File: config.mk
export PLATFORM = sky130hd
export DESIGN_NAME = ttuc_queue
export DESIGN_NICKNAME = d
export VERILOG_FILES = /design/src/rtl/ttuc_pkg.sv /design/src/rtl/ttuc_queue.sv
export SDC_FILE = /design/constraint.sdc
export NUM_CORES = 1
export LEC_CHECK = 0
export BUFFER_PORTS_ARGS = -buffer_cell sky130_fd_sc_hd__buf_2
export CORE_ASPECT_RATIO = 1.75
export CORE_MARGIN = 3
export CORE_UTILIZATION = 45
export CTS_BUF_LIST = sky130_fd_sc_hd__clkbuf_4
export DETAILED_ROUTE_END_ITERATION = 12
export PLACE_DENSITY_LB_ADDON = 0.25
export SYNTH_ARGS = -nofsm -noshare
export SYNTH_HDL_FRONTEND = slang
export SYNTH_SLANG_ARGS = --single-unit
File: constraint.sdc
create_clock -name clock -period 23 [get_ports clock]
set_clock_uncertainty 0.15 [all_clocks]
set_input_delay 5.75 -clock clock [delete_from_list [all_inputs] [get_ports clock]]
set_output_delay 5.75 -clock clock [all_outputs]
set_load 0.02 [all_outputs]
File: src/rtl/ttuc_pkg.sv
// Shared types, opcode codes and constants of the tick / time-unit converter.
// Depends on nothing; every other file of the block uses it by scoped names.
package ttuc_pkg;

   localparam int DATA_W      = 64;
   localparam int RATE_W      = 34;
   localparam int SUB_W       = 20;
   localparam int FRAC_W      = 30;
   localparam int OP_W        = 4;
   localparam int QUEUE_DEPTH = 4;

   localparam logic [OP_W-1:0] OP_S2T      = 4'd0;
   localparam logic [OP_W-1:0] OP_MS2T     = 4'd1;
   localparam logic [OP_W-1:0] OP_US2T     = 4'd2;
   localparam logic [OP_W-1:0] OP_NS2T     = 4'd3;
   localparam logic [OP_W-1:0] OP_T2S      = 4'd4;
   localparam logic [OP_W-1:0] OP_T2MS     = 4'd5;
   localparam logic [OP_W-1:0] OP_T2US     = 4'd6;
   localparam logic [OP_W-1:0] OP_T2NS     = 4'd7;
   localparam logic [OP_W-1:0] OP_SPLIT_NS = 4'd8;
   localparam logic [OP_W-1:0] OP_SPLIT_US = 4'd9;
   localparam logic [OP_W-1:0] OP_SUS2T    = 4'd10;
   localparam logic [OP_W-1:0] OP_RATE     = 4'd11;

   localparam logic [DATA_W-1:0] ALL_ONES   = '1;
   localparam logic [RATE_W-1:0] RATE_RESET = 34'd2000000000;

   localparam logic [FRAC_W-1:0] NS_PER_S = 30'd1000000000;
   localparam logic [FRAC_W-1:0] US_PER_S = 30'd1000000;
   localparam logic [FRAC_W-1:0] MS_PER_S = 30'd1000;

   // ticks -> unit: below these the product t * scale stays within 64 bits
   localparam logic [DATA_W-1:0] LIM_MS = ALL_ONES / 64'd1000;
   localparam logic [DATA_W-1:0] LIM_US = ALL_ONES / 64'd1000000;
   localparam logic [DATA_W-1:0] LIM_NS = ALL_ONES / 64'd1000000000;

   // unit or scale that goes with an opcode
   function automatic logic [FRAC_W-1:0] unit_of(logic [OP_W-1:0] op);
      logic [FRAC_W-1:0] u;
      u = 30'd1;
      case (op)
         OP_MS2T, OP_T2MS:              u = MS_PER_S;
         OP_US2T, OP_T2US, OP_SPLIT_US: u = US_PER_S;
         OP_NS2T, OP_T2NS, OP_SPLIT_NS: u = NS_PER_S;
         default:                       u = 30'd1;
      endcase
      return u;
   endfunction

   // side data that travels with an item through the dividers
   typedef struct packed {
      logic [OP_W-1:0]   opcode;
      logic [DATA_W-1:0] amount;
      logic              mul_first;
      logic [DATA_W-1:0] sec;
      logic              dz;
   } tag_type;

   // item held in the queue between front and back
   typedef struct packed {
      logic [DATA_W-1:0] num;
      logic [DATA_W-1:0] den;
      tag_type           tag;
   } qitem_type;

endpackage

File: src/rtl/ttuc_queue.sv
// Short queue between front and back parts.
// Depends on ttuc_pkg for the item type.
module ttuc_queue #(
   parameter int DEPTH = ttuc_pkg::QUEUE_DEPTH
) (
   input  logic                clock,
   input  logic                reset,
   input  logic                in_valid,
   output logic                in_ready,
   input  ttuc_pkg::qitem_type in_item,
   output logic                out_valid,
   input  logic                out_ready,
   output ttuc_pkg::qitem_type out_item
);

   localparam int PTR_W = (DEPTH > 1) ? $clog2(DEPTH) : 1;
   localparam int CNT_W = $clog2(DEPTH + 1);

   ttuc_pkg::qitem_type mem_ff [DEPTH];
   logic [PTR_W-1:0]    wr_ptr_ff;
   logic [PTR_W-1:0]    rd_ptr_ff;
   logic [CNT_W-1:0]    count_ff;
   logic                push;
   logic                pop;

   assign in_ready  = (count_ff != CNT_W'(DEPTH));
   assign out_valid = (count_ff != '0);
   assign push      = in_valid && in_ready;
   assign pop       = out_valid && out_ready;
   assign out_item  = mem_ff[rd_ptr_ff];

   always_ff @(posedge clock) begin
      if (reset) begin
         wr_ptr_ff <= '0;
         rd_ptr_ff <= '0;
         count_ff  <= '0;
      end else begin
         if (push) begin
            wr_ptr_ff <= (wr_ptr_ff == PTR_W'(DEPTH - 1)) ? '0 : wr_ptr_ff + 1'b1;
         end
         if (pop) begin
            rd_ptr_ff <= (rd_ptr_ff == PTR_W'(DEPTH - 1)) ? '0 : rd_ptr_ff + 1'b1;
         end
         if (push && !pop) begin
            count_ff <= count_ff + 1'b1;
         end else if (pop && !push) begin
            count_ff <= count_ff - 1'b1;
         end
      end
      if (push) begin
         mem_ff[wr_ptr_ff] <= in_item;
      end
   end

endmodule

== Word-level counts from Yosys, hierarchy flattened ==
Memories as Yosys holds them, arrays and structs flattened. A register that Yosys moved wholly into a read port is not among the register bits.
Index checks and enable logic that the tools add are counted.

* Add/sub/neg operators: 4
* Reduce and logical (&&, ||, !) cells: 8
* Mux-type cells: 8
* Eq/ne operators: 3

{| class="wikitable"
|+ Operator list
! kind !! count
|-
| two-way mux 2 bit || 4
|-
| two-way mux 3 bit || 2
|-
| adder 2 x 1 -> 2 bit (second input constant) || 2
|-
| equality test 2 bit (second input constant) || 2
|-
| logical AND 1 bit || 4
|-
| adder 3 x 1 -> 3 bit (second input constant) || 1
|-
| inequality test 3 bit (second input constant) || 1
|-
| nonzero test 3 bit || 1
|-
| subtractor 3 x 1 -> 3 bit (second input constant) || 1
|-
| logical NOT 1 bit || 2
|-
| two-way mux 1 bit || 2
|-
| nonzero test 2 bit || 1
|}

* Input bits: 266
* Bits in writable memories: 1048
* Flip-flop bits (word level): 7
* Memories kept: 1

{| class="wikitable"
|+ Memories
! memory !! words !! bits a word !! rd ports !! clocked after memory_dff !! wr ports !! RTL line !! source
|-
| mem_ff || 4 || 262 || 1 || 1 || 1 || ttuc_queue.sv:19 || <nowiki>ttuc_pkg::qitem_type mem_ff [DEPTH];</nowiki>
|}

== Logic depth before layout (Yosys ltp) ==
* Depth after elaboration: 6
* Depth in mapped cells: 9
* Gate-level depth less buffers: 8

== Least setup slack after synthesis ==
Ideal clock, no wire load.

* Path kind: input to register
* From: input port in_valid
* To: memory mem_ff[2][0] (netlist bit), enable pin
* Stages on the path: 1
* Path slack: 10426 ps
* Arrival: 11766 ps
* Cells stage by stage: and3_1

* Longest elaborated chain between the ends: 3

{| class="wikitable"
|+ RTL lines
! element !! RTL line !! source
|-
| start, declared || ttuc_queue.sv:8 || <nowiki>input logic in_valid,</nowiki>
|-
| logical AND 1 bit || ttuc_queue.sv:28 || <nowiki>assign push = in_valid && in_ready;</nowiki>
|-
| two-way mux 1 bit || ttuc_queue.sv:50 || <nowiki>if (push) begin</nowiki>
|-
| two-way mux 1 bit (not written as such) || ttuc_queue.sv:51 || <nowiki>mem_ff[wr_ptr_ff] <= in_item;</nowiki>
|-
| end, declared || ttuc_queue.sv:19 ||
|}

No other way between the ends.

==> results.md <==
- Final critical-path setup slack: 12.62 ns
- Leakage: 15.0 nW
- Status: finished clean
- Post-DP HPWL: 48300 um
- GRT Util Overall: 18.3%
- Total grt overflow: 0
- Post-synthesis sequential area ratio: 82.7%
- Core area: 0.0837 mm2
- CTS clk-pin slew, worst paths: 0.07 ns
- ANT nets after route: 0
- Starting density of the core: 45.7%
- Fin nets: 2404
- Crit path DAT: 4.48 ns
- Ys Warns: 0
- Cells after Synth: 1416
- Drt via density: 5.27
- CTS max path bufs: 3
- Boundary pin count: 530
- RSZ-0062 raised after global routing: false
- Setup TNS: 0 ns
- Die X: 226 um
- DRC Markers: 0
- First-pass GRT wire length: 120000 um
- Tightest Hold Check Type: reg2reg
- Final-report setup violation count: 0
- Clock latency on the worst-skew pair: 1.07 ns
- Post-cts sizing count: 0
- Overall die area: 0.0887 mm2
- Distinct cells, synth: 25
- Routability congestion estimate: 0.739
- Setup bufs post-CTS: 0
- Layout cells sized above 1: 50.4%
- Row cnt: 140
- Mean Syn Cell Area: 27.0 um2
- Peak supply drop: 59.8 uV
- Hold buffers post-CTS: 0
- Slew Viols, Final: 0
- Vias: 17.9k
- Pre-CTS WS: 13.51 ns
- Worst Setup End Kind: output port
- H-tree levels: 4
- Area Growth Syn to Fin: 17.4%
- CTS tree: built
- Most common cell after layout, fill and taps aside: edfxtp_1
- Most frequent cells in the layout: 1048 x edfxtp_1, 529 x buf_2, 324 x clkbuf_4, 262 x mux4_2, 54 x clkinv_1
- Required time worst endpoint: 17.10 ns
- Highest Clock Rate: 0.0964 GHz
- Largest net degree at the start of global routing: 143
- # port buffers: 529
- Synth Register Bits: 1057
- Syn_nets: 1689
- Die H: 392 um
- Critical path launch point type: flop
- TritonRoute pass-1 iters: 4
- Clock root buffer: clkbuf_4
- Vias in the first global route: 19.8k
- P per Cell Area: 107 mW/mm2
- Final wirelength: 79600 um
- Final Hold Viols: 0
- Slew @ Worst Pin: 1.11 ns
- Initial antenna violation count: 50
- CTS Buf Count: 226
- Final cycle utilization of the critical path: 45.1%
- Post-synthesis cell area: 0.0383 mm2
- Worst rel slew slack: 26.0%
- Crit-path max FO: 45
- Clk sinks: 1057
- Per-cell routed wire length: 23.4 um
- Max cap viols: 0
- Crit Path Class: reg2out
- Final min period: 10.38 ns
- Detailed Route Iter0 Violations: 1051
where the power goes:
part | internal, mW | leakage (nW) | total, mW | switching (mW)
Combinational | 0.418 | 3.70 | 1.08 | 0.666
Sequential | 2.33 | 9.68 | 2.39 | 0.0542
Clock | 0.670 | 1.66 | 1.35 | 0.676
Total | 3.42 | 15.0 | 4.82 | 1.40
synth_stat cells, drive strengths merged:
cell type  number  area [um2]
or3b            1        8.76
nand3           1        5.00
dfxtp           9         180
and3            4        25.0
fa              1        20.0
inv             3        11.3
nand2b          2        12.5
ha              6        75.1
nand2           1        3.75
nor2            3        11.3
nor3            1        5.00
edfxtp       1048       31500
clkbuf         11        42.5
or3             3        18.8
and2            1        8.76
mux4          262        5900
mux2i           3        30.0
o21ai           1        5.00
buf            49         377
o31ai           2        20.0
xor2            2        17.5
a21oi           2        10.0
flip-flops by register name, summed over array words and instances (netlist names), named ones only:
signal,flops
mem_ff,1048
count_ff,3
rd_ptr_ff,2
wr_ptr_ff,2
critical path, cell delays in order, from the launching register on:
cell	delay [ns]
dfxtp_4	0.89
buf_4	0.82
buf_4	0.76
mux4_2	0.62
buf_2	0.18
layout make-up:
type	count	area (um2)
inverter	3	11.3
tap	1065	1330
antenna	32	80.1
clock inverter	73	369
sequential	1057	31700
timing repair buffer	547	2830
fill	6541	38800
multi-input combinational	296	6200
clock buffer	324	2430
worst paths after layout:
check,start,endpoint,slack (ns),depth (start not counted)
worst max register to register,count_ff[0]$_SDFFE_PP0P_,mem_ff[0][77]$_DFFE_PP_,19.32,4
worst min-delay path,rd_ptr_ff[0]$_SDFFE_PP0P_,flop,0.34,2
worst min register to register,rd_ptr_ff[0]$_SDFFE_PP0P_,flop,0.34,2
worst max-delay path,flop,out_item[85],12.62,4
kinds of logic after synthesis:
| kind of cell | Yosys count | share of synthesized area (%) |
|---|---|---|
| buffers and inverters | 63 | 1.13 |
| and+or+nand+nor | 17 | 0.258 |
| AOI/OAI and AO/OA | 5 | 0.0916 |
| muxes | 265 | 15.5 |
| adders and majority gates | 7 | 0.249 |
| DFF | 1057 | 82.7 |
| xor gates and xnor gates | 2 | 0.0458 |
through the flow:
stage	util (%)	instance area (um2)	std cells	hold slack, ns	power [mW]
global route	53.6	44900	3381	0.371	5.06
CTS	53.5	44800	3365	0.344	4.91
finish	53.6	44900	3397	0.344	4.82
detailed placement	50.2	42000	2968	0.328	3.54
global placement	50.2	42000	2968	0.323	3.53
floorplan	-	38300	1416	0.313	3.21
routing by layer:
| metal | track usage, % | wire length [um] | part of all wire (%) |
|---|---|---|---|
| met3 | 8.82 | 7960 | 10 |
| met2 | 29.1 | 39900 | 50 |
| met4 | 7.56 | 2170 | 2.7 |
| met5 | 0 | 151 | 0.19 |
| met1 | 21.3 | 29400 | 37 |
No activity file was read; power rests on OpenSTA's default activity.
